[config.mk]
export PLATFORM = sky130hd
export DESIGN_NAME = xorshift64star_bounded_random_core
export DESIGN_NICKNAME = d
export VERILOG_FILES = /design/src/xsr_pkg.sv /design/src/xsr_front.sv /design/src/xsr_queue.sv /design/src/xsr_back.sv /design/src/xorshift64star_bounded_random_core.sv
export SDC_FILE = /design/constraint.sdc
export NUM_CORES = 2
export LEC_CHECK = 0
export BUFFER_PORTS_ARGS = -buffer_cell sky130_fd_sc_hd__buf_2
export CAP_MARGIN = 20
export CORE_MARGIN = 2
export CORE_UTILIZATION = 45
export DETAILED_ROUTE_END_ITERATION = 16
export SETUP_SLACK_MARGIN = 0.05
export SYNTH_ARGS = -nofsm -noshare
export SYNTH_HDL_FRONTEND = slang
export SYNTH_SLANG_ARGS = --single-unit
[constraint.sdc]
create_clock -name clk -period 11.7 [get_ports clk]
set_input_delay 2.34 -clock clk [delete_from_list [all_inputs] [get_ports clk]]
set_output_delay 2.34 -clock clk [all_outputs]
set_load 0.05 [all_outputs]
[src/xsr_pkg.sv]
// Package for the bounded xorshift64* random core: constants, types and the seed mix.
package xsr_pkg;

  localparam int unsigned WORD_W = 64;
  localparam int unsigned HALF_W = WORD_W / 2;

  localparam logic [WORD_W-1:0] GOLDEN_GAMMA = 64'h9E37_79B9_7F4A_7C15;
  localparam logic [WORD_W-1:0] MIX_MUL_1    = 64'hBF58_476D_1CE4_E5B9;
  localparam logic [WORD_W-1:0] MIX_MUL_2    = 64'h94D0_49BB_1331_11EB;
  localparam logic [WORD_W-1:0] STAR_MUL     = 64'h2545_F491_4F6C_DD1D;
  localparam logic [WORD_W-1:0] RESET_SEED   = 64'd20260701;

  localparam int unsigned XS_SHIFT_A  = 12;
  localparam int unsigned XS_SHIFT_B  = 25;
  localparam int unsigned XS_SHIFT_C  = 27;
  localparam int unsigned MIX_SHIFT_A = 30;
  localparam int unsigned MIX_SHIFT_B = 27;
  localparam int unsigned MIX_SHIFT_C = 31;

  // The 64-bit product is built from three 32x32 partial products.
  localparam int unsigned MUL_STEPS  = 3;
  localparam int unsigned MUL_STEP_W = $clog2(MUL_STEPS);
  localparam logic [MUL_STEP_W-1:0] MUL_STEP_LO    = MUL_STEP_W'(0);
  localparam logic [MUL_STEP_W-1:0] MUL_STEP_CROSS = MUL_STEP_W'(1);
  localparam logic [MUL_STEP_W-1:0] MUL_STEP_LAST  = MUL_STEP_W'(MUL_STEPS - 1);

  // One quotient bit per cycle.
  localparam int unsigned DIV_CNT_W = $clog2(WORD_W);

  // Command queue between the front and the back.
  localparam int unsigned QDEPTH  = 2;
  localparam int unsigned QPTR_W  = $clog2(QDEPTH);
  localparam int unsigned QCOUNT_W = $clog2(QDEPTH + 1);

  localparam logic KIND_DRAW   = 1'b0;
  localparam logic KIND_RESEED = 1'b1;

  typedef enum logic [1:0] {
    OP_DRAW,
    OP_ZERO,
    OP_RESEED
  } xsr_op_t;

  typedef struct packed {
    xsr_op_t           op;
    logic [WORD_W-1:0] bound;
  } xsr_cmd_t;

  typedef enum logic [1:0] {
    ST_IDLE,
    ST_MUL,
    ST_DIV,
    ST_DONE
  } xsr_state_t;

  typedef enum logic [1:0] {
    PH_MIX1,
    PH_MIX2,
    PH_DRAW
  } xsr_phase_t;

  // Full splitmix64 mix; only evaluated on constants at elaboration.
  function automatic logic [WORD_W-1:0] mix_seed(input logic [WORD_W-1:0] s);
    logic [WORD_W-1:0] z;
    z = s + GOLDEN_GAMMA;
    z = (z ^ (z >> MIX_SHIFT_A)) * MIX_MUL_1;
    z = (z ^ (z >> MIX_SHIFT_B)) * MIX_MUL_2;
    return z ^ (z >> MIX_SHIFT_C);
  endfunction

  localparam logic [WORD_W-1:0] RESET_STATE = mix_seed(RESET_SEED);

endpackage

[src/xsr_front.sv]
// Front end: takes input items, classifies them and pushes commands into the queue.
module xsr_front (
  input  logic              clk,
  input  logic              rst,
  input  logic              in_valid,
  output logic              in_ready,
  input  logic              kind,
  input  logic [63:0]       bound,
  output logic              push,
  output xsr_pkg::xsr_cmd_t push_cmd,
  input  logic              full
);
  import xsr_pkg::*;

  logic     held;
  xsr_cmd_t cmd;
  xsr_cmd_t cmd_next;

  assign push     = held && !full;
  assign push_cmd = cmd;
  assign in_ready = !held || !full;

  always_comb begin
    cmd_next.bound = bound;
    if (kind == KIND_RESEED) begin
      cmd_next.op = OP_RESEED;
    end else if (bound == '0) begin
      cmd_next.op = OP_ZERO;
    end else begin
      cmd_next.op = OP_DRAW;
    end
  end

  always_ff @(posedge clk) begin
    if (rst) begin
      held <= 1'b0;
    end else if (in_valid && in_ready) begin
      held <= 1'b1;
    end else if (push) begin
      held <= 1'b0;
    end
  end

  always_ff @(posedge clk) begin
    if (in_valid && in_ready) begin
      cmd <= cmd_next;
    end
  end

endmodule

[src/xsr_queue.sv]
// Short command queue that decouples the front end from the back end.
module xsr_queue (
  input  logic              clk,
  input  logic              rst,
  input  logic              push,
  input  xsr_pkg::xsr_cmd_t push_cmd,
  output logic              full,
  input  logic              pop,
  output xsr_pkg::xsr_cmd_t head,
  output logic              empty
);
  import xsr_pkg::*;

  xsr_cmd_t            entries [QDEPTH];
  logic [QPTR_W-1:0]   wr_ptr;
  logic [QPTR_W-1:0]   rd_ptr;
  logic [QCOUNT_W-1:0] count;

  assign full  = (count == QCOUNT_W'(QDEPTH));
  assign empty = (count == '0);
  assign head  = entries[rd_ptr];

  always_ff @(posedge clk) begin
    if (rst) begin
      wr_ptr <= '0;
      rd_ptr <= '0;
      count  <= '0;
    end else begin
      if (push) begin
        wr_ptr <= QPTR_W'(wr_ptr + 1'b1);
      end
      if (pop) begin
        rd_ptr <= QPTR_W'(rd_ptr + 1'b1);
      end
      if (push && !pop) begin
        count <= QCOUNT_W'(count + 1'b1);
      end else if (pop && !push) begin
        count <= QCOUNT_W'(count - 1'b1);
      end
    end
  end

  always_ff @(posedge clk) begin
    if (push) begin
      entries[wr_ptr] <= push_cmd;
    end
  end

endmodule

[src/xsr_back.sv]
// Back end: generator state, seed mix, shared 32x32 multiplier, serial divider, result register.
module xsr_back (
  input  logic              clk,
  input  logic              rst,
  input  logic              cfg_wr_en,
  input  logic [63:0]       cfg_wr_data,
  input  xsr_pkg::xsr_cmd_t head,
  input  logic              empty,
  output logic              pop,
  output logic              out_valid,
  input  logic              out_ready,
  output logic [63:0]       value
);
  import xsr_pkg::*;

  xsr_state_t            state, state_next;
  xsr_phase_t            phase, phase_next;
  logic [MUL_STEP_W-1:0] step, step_next;
  logic [DIV_CNT_W-1:0]  cnt, cnt_next;
  logic                  out_valid_next;

  logic [WORD_W-1:0] seed;
  logic [WORD_W-1:0] gen, gen_next;
  logic [WORD_W-1:0] mul_a, mul_a_next;
  logic [WORD_W-1:0] acc, acc_next;
  logic [WORD_W-1:0] dvd, dvd_next;
  logic [WORD_W-1:0] rem, rem_next;
  logic [WORD_W-1:0] dsr, dsr_next;
  logic [WORD_W-1:0] res, res_next;
  logic [WORD_W-1:0] value_next;

  logic [WORD_W-1:0] konst;
  logic [HALF_W-1:0] mop_a;
  logic [HALF_W-1:0] mop_b;
  logic [WORD_W-1:0] prod;
  logic [WORD_W-1:0] acc_sum;
  logic [WORD_W-1:0] seed_z;
  logic [WORD_W-1:0] xs1, xs2, xs3;
  logic [WORD_W:0]   rem_sh;
  logic [WORD_W:0]   rem_diff;
  logic [WORD_W-1:0] rem_new;

  // Multiplier operand and constant selection.
  always_comb begin
    unique case (phase)
      PH_MIX1: konst = MIX_MUL_1;
      PH_MIX2: konst = MIX_MUL_2;
      PH_DRAW: konst = STAR_MUL;
      default: konst = STAR_MUL;
    endcase
    mop_a   = (step == MUL_STEP_LAST) ? mul_a[WORD_W-1:HALF_W] : mul_a[HALF_W-1:0];
    mop_b   = (step == MUL_STEP_CROSS) ? konst[WORD_W-1:HALF_W] : konst[HALF_W-1:0];
    prod    = mop_a * mop_b;
    acc_sum = acc + {prod[HALF_W-1:0], {HALF_W{1'b0}}};
  end

  // Datapath helpers: seed offset, xorshift step, restoring divide step.
  always_comb begin
    seed_z   = seed + GOLDEN_GAMMA;
    xs1      = gen ^ (gen >> XS_SHIFT_A);
    xs2      = xs1 ^ (xs1 << XS_SHIFT_B);
    xs3      = xs2 ^ (xs2 >> XS_SHIFT_C);
    rem_sh   = {rem, dvd[WORD_W-1]};
    rem_diff = rem_sh - {1'b0, dsr};
    rem_new  = rem_diff[WORD_W] ? rem_sh[WORD_W-1:0] : rem_diff[WORD_W-1:0];
  end

  always_comb begin
    state_next     = state;
    phase_next     = phase;
    step_next      = step;
    cnt_next       = cnt;
    gen_next       = gen;
    mul_a_next     = mul_a;
    acc_next       = acc;
    dvd_next       = dvd;
    rem_next       = rem;
    dsr_next       = dsr;
    res_next       = res;
    value_next     = value;
    out_valid_next = out_valid && !out_ready;
    pop            = 1'b0;

    unique case (state)
      ST_IDLE: begin
        if (!empty) begin
          pop       = 1'b1;
          step_next = MUL_STEP_LO;
          unique case (head.op)
            OP_RESEED: begin
              mul_a_next = seed_z ^ (seed_z >> MIX_SHIFT_A);
              phase_next = PH_MIX1;
              state_next = ST_MUL;
            end
            OP_DRAW: begin
              gen_next   = xs3;
              mul_a_next = xs3;
              dsr_next   = head.bound;
              phase_next = PH_DRAW;
              state_next = ST_MUL;
            end
            default: begin
              res_next   = '0;
              state_next = ST_DONE;
            end
          endcase
        end
      end

      ST_MUL: begin
        if (step == MUL_STEP_LO) begin
          acc_next = prod;
        end else begin
          acc_next = acc_sum;
        end
        step_next = MUL_STEP_W'(step + 1'b1);
        if (step == MUL_STEP_LAST) begin
          step_next = MUL_STEP_LO;
          unique case (phase)
            PH_MIX1: begin
              mul_a_next = acc_sum ^ (acc_sum >> MIX_SHIFT_B);
              phase_next = PH_MIX2;
            end
            PH_MIX2: begin
              gen_next   = acc_sum ^ (acc_sum >> MIX_SHIFT_C);
              res_next   = '0;
              state_next = ST_DONE;
            end
            default: begin
              dvd_next   = acc_sum;
              rem_next   = '0;
              cnt_next   = '0;
              state_next = ST_DIV;
            end
          endcase
        end
      end

      ST_DIV: begin
        rem_next = rem_new;
        dvd_next = dvd << 1;
        cnt_next = DIV_CNT_W'(cnt + 1'b1);
        if (cnt == '1) begin
          res_next   = rem_new;
          state_next = ST_DONE;
        end
      end

      ST_DONE: begin
        if (!out_valid || out_ready) begin
          value_next     = res;
          out_valid_next = 1'b1;
          state_next     = ST_IDLE;
        end
      end

      default: begin
        state_next = ST_IDLE;
      end
    endcase
  end

  always_ff @(posedge clk) begin
    if (rst) begin
      state     <= ST_IDLE;
      out_valid <= 1'b0;
      seed      <= RESET_SEED;
      gen       <= RESET_STATE;
    end else begin
      state     <= state_next;
      out_valid <= out_valid_next;
      gen       <= gen_next;
      if (cfg_wr_en) begin
        seed <= cfg_wr_data;
      end
    end
  end

  always_ff @(posedge clk) begin
    phase <= phase_next;
    step  <= step_next;
    cnt   <= cnt_next;
    mul_a <= mul_a_next;
    acc   <= acc_next;
    dvd   <= dvd_next;
    rem   <= rem_next;
    dsr   <= dsr_next;
    res   <= res_next;
    value <= value_next;
  end

endmodule

[src/xorshift64star_bounded_random_core.sv]
// Top level of the bounded xorshift64* random core with splitmix64 reseeding.
//
//   channel   handshake               payload
//   -------   ---------------------   ---------------------------
//   input     in_valid / in_ready     kind (1 bit), bound (64 bits)
//   output    out_valid / out_ready   value (64 bits)
//   config    cfg_wr_en               cfg_wr_data (seed_value, 64 bits)
//
// A draw with a nonzero bound runs through the back end in these steps: the
// xorshift step, the three 32x32 partial products of the scrambling multiply,
// and the one-bit-per-cycle restoring divider that forms the remainder. A
// reseed runs two three-step multiplies, and a draw with a zero bound gives
// zero without the multiplier or divider. Reset (rst, synchronous) loads the generator
// with the splitmix64 mix of the default seed at once; no clearing pass is run.
// The front end and a two-entry queue keep taking items while the back end works,
// and the result register lets the back end finish the next item while a result
// waits on out_ready.
module xorshift64star_bounded_random_core (
  input  logic        clk,
  input  logic        rst,
  input  logic        in_valid,
  output logic        in_ready,
  input  logic        kind,
  input  logic [63:0] bound,
  output logic        out_valid,
  input  logic        out_ready,
  output logic [63:0] value,
  input  logic        cfg_wr_en,
  input  logic [63:0] cfg_wr_data
);
  import xsr_pkg::*;

  // Commands that the front end has classified travel through the queue.
  logic     push;
  xsr_cmd_t push_cmd;
  logic     full;
  logic     pop;
  xsr_cmd_t head;
  logic     empty;

  // The front end sorts items into draws, zero-bound draws and reseeds.
  xsr_front u_front (
    .clk      (clk),
    .rst      (rst),
    .in_valid (in_valid),
    .in_ready (in_ready),
    .kind     (kind),
    .bound    (bound),
    .push     (push),
    .push_cmd (push_cmd),
    .full     (full)
  );

  xsr_queue u_queue (
    .clk      (clk),
    .rst      (rst),
    .push     (push),
    .push_cmd (push_cmd),
    .full     (full),
    .pop      (pop),
    .head     (head),
    .empty    (empty)
  );

  // The back end owns the generator state and the seed register, and it
  // executes one command at a time in queue order.
  xsr_back u_back (
    .clk         (clk),
    .rst         (rst),
    .cfg_wr_en   (cfg_wr_en),
    .cfg_wr_data (cfg_wr_data),
    .head        (head),
    .empty       (empty),
    .pop         (pop),
    .out_valid   (out_valid),
    .out_ready   (out_ready),
    .value       (value)
  );

endmodule
==> results_dict.tcl <==
set metrics [dict create \
    maxSlewViolCount 0 \
    hold_path.class "register to register" \
    first_global_vias 53026 \
    final_min_period_over_clock_period_pct 94.9 \
    clk-insertion-delay-late_ns 0.75 \
    finClkSkew_ns 0.0898 \
    mappedNetlistNets 8152 \
    timing_worst_setup_path_type "register to register" \
    design.final.nets 8325 \
    largest_register_ffs 132 \
    count_of_max_cap_constraint_violations 0 \
    finalCoreUtilization_pct 50.0 \
    tritoncts "yes" \
    worstPathRequired_ns 12.11 \
    worst-endpoint-arrival_ns 11.51 \
    worstSetupStartpointType "register" \
    synthDistinctLibCells 89 \
    post_cts_resized 0 \
    synth.yosys.warnings 0 \
    cp_slowest_stage_delay_ns 0.76 \
    synth_compound_gate_area_share_pct 8.92 \
    grt.met1_usage_pct 42.8 \
    die_footprint_um2 159000 \
    max_slew.worst_pin.slew_ns 1.19 \
    postSynth.asyncResetShare_pct 0 \
    slowest_stage "fa_1" \
    cts.sink_count 793 \
    route.final.wire_length_mm 246 \
    route.detailed.drc 0 \
    globalRouteMet3Util_pct 7.81 \
    hold_viol 0 \
    core_ar_um2 154000 \
    initial_antenna_violation_count 7 \
    post_synth_instance_area_um2 70100 \
    synth_simple_gate_area_share_pct 11.1 \
    synth-seq-area-share_pct 32.0 \
    dp_hpwl_mm 199 \
    dr.first_iter.drc_count 4868 \
    io_buffers 199 \
    grt.total_usage_pct 31.3 \
    layout_commonest_cell "inv_1" \
    number_of_nets_with_antenna_violations_after_detailed_routing 0 \
    max-slew-margin-rel_pct 18.4 \
    most_frequent_cell_on_the_critical_path "fa_1" \
    drt_pass1_iterations 10 \
    clkTransAtPathRegs_ns 0.06 \
    cts.root.buffer_cell "clkbuf_16" \
    finalNonFillerCells 9043 \
    detailroute.via_count 51457 \
    timing.final.ws_setup_ns 0.600 \
    place_congestion 1.01 \
    timing.setup.tns_ns 0 \
    std_cell_rows 144 \
    post-cts-setup-buffers 0 \
    avgViaCountPerCell 5.69 \
    grt_pass1_wl_mm 361 \
    status "completed" \
    grt_use_met2_pct 47.4 \
    grt_max_degree 196 \
    fmaxAchievable_mhz 90.1 \
    drive_gt1_share_pct 10.4 \
    final_period_minus_worst_setup_slack_ns 11.10 \
    synthesized_netlist_cell_count 6752 \
    placed_cells 8877 \
    dp_worst_setup_slack_ns 0.775 \
    die_width_um 399 \
    post_synth_xor_area_fraction_pct 5.56 \
    setup-violations-final 0 \
    die_h_um 399 \
    cts-htree-levels 3 \
    cts-buffers-inserted 89 \
    ys.flop_type "edfxtp_1" \
    timing.critical_path.to_type "register" \
    area_growth_syn_to_layout_pct 10.2 \
    floorplan.initialDensity_pct 45.4 \
    top_usage_layer "met2" \
    cts-hold-fix-buffers 0 \
    synth_adder_area_share_pct 31.9 \
    ys_ff_latch 793 \
    top_level_ports 200 \
    rsz0062_at_grt "no" \
    timing.critical_path.fanout_max 23 \
    post_synth_mux_area_share_pct 4.03 \
    synth_top_family_by_area "adder cells" \
    clock_tree.buffer_depth 3 \
    synth_area_per_cell_um2 10.4 \
    registers.top_by_ff_count "u_queue.entries" \
    grt_overflow_total 0 \
    layout.cells.most_common_list "inv_1, fa_1, nor2_1" \
    wl_per_cell_um 27.1 \
    number_of_enable_type_register_cells_in_the_synthesized_netlist 656 \
    fillers 14232 \
]
[metal layers]
metal  vias up  share of wire, %
met4        10               4.9
met1     25859                42
met2      2374                44
met5         -             0.037
li1      22703                 -
met3       511               9.4
[worst max-delay path, delay by kind of cell, from the launching register on]
family	cells	cell delay [ns]
adders and majority gates	11	5.73
AOI/OAI and AO/OA	5	1.38
xor gates and xnor gates	4	1.35
and+or+nand+nor	6	1.30
buffers and inverters	4	0.62
DFF	1	0.39
[stage by stage]
step           hold slack [ns]  area, um^2
2_1_floorplan            0.400       70100
3_3_place_gp             0.403       74100
3_5_place_dp             0.405       74100
4_1_cts                  0.418       77200
5_1_grt                  0.425       77200
6_report                 0.418       77200
[logic make-up after synthesis]
logic type | after synthesis
compound gates | 990
xor+xnor | 436
fa+ha+maj | 1266
buf+inv | 1209
flops | 793
mux | 267
simple gates | 1791
[worst paths after layout]
kind | start | end | slack, ns | depth (start not counted)
worst max-delay path | u_back.step[1] | u_back.mul_a[36] | 0.60 | 30
worst min-delay path | u_back.res[34] | u_back.value[34] | 0.42 | 0
worst max register to register | u_back.step[1] | u_back.mul_a[36] | 0.60 | 30
worst min register to register | u_back.res[34] | u_back.value[34] | 0.42 | 0
[cell usage after synthesis (8+ instances only)]
cell	number	area [um^2]
inv_1	894	3360
fa_1	864	17300
nor2_1	669	2510
edfxtp_1	656	19700
nand2_1	651	2440
ha_1	402	5030
a21oi_1	308	1540
xnor2_1	268	2350
clkbuf_1	241	905
o21ai_0	225	1130
xor2_1	162	1420
mux2i_1	146	1460
dfxtp_1	137	2740
a21o_1	131	983
mux2_2	121	1360
nand3_1	88	440
nor3_1	79	395
and2_1	68	425
buf_1	49	184
nand2b_1	47	294
a211oi_1	44	330
nand4_1	39	244
o211ai_1	36	270
o21bai_1	33	248
and3_1	32	200
a31oi_1	30	188
nor4_1	26	163
o21a_1	25	188
or2_2	23	144
nor2b_1	21	131
o31ai_1	19	143
buf_2	13	65.1
or3_1	13	81.3
nand3b_1	12	90.1
o22ai_1	12	75.1
a21boi_0	10	75.1
nor3b_1	9	67.6
a221oi_1	8	70.1
o211a_1	8	80.1
[layout make-up]
| class | instances | area [um^2] | area share (%) |
|---|---|---|---|
| repair buffers | 388 | 2460 | 3.18 |
| diodes | 1 | 2.50 | 0.00324 |
| multi-input cells | 4750 | 43200 | 56.0 |
| well taps | 2044 | 2560 | 3.31 |
| inverters | 903 | 3390 | 4.39 |
| flip-flops and latches | 793 | 22400 | 29.1 |
| clock buffers | 113 | 2420 | 3.13 |
| clock inverters | 51 | 681 | 0.882 |
Power is not shown: default switching activity piles up to over one toggle a cycle in this logic, so the estimate is an artifact.
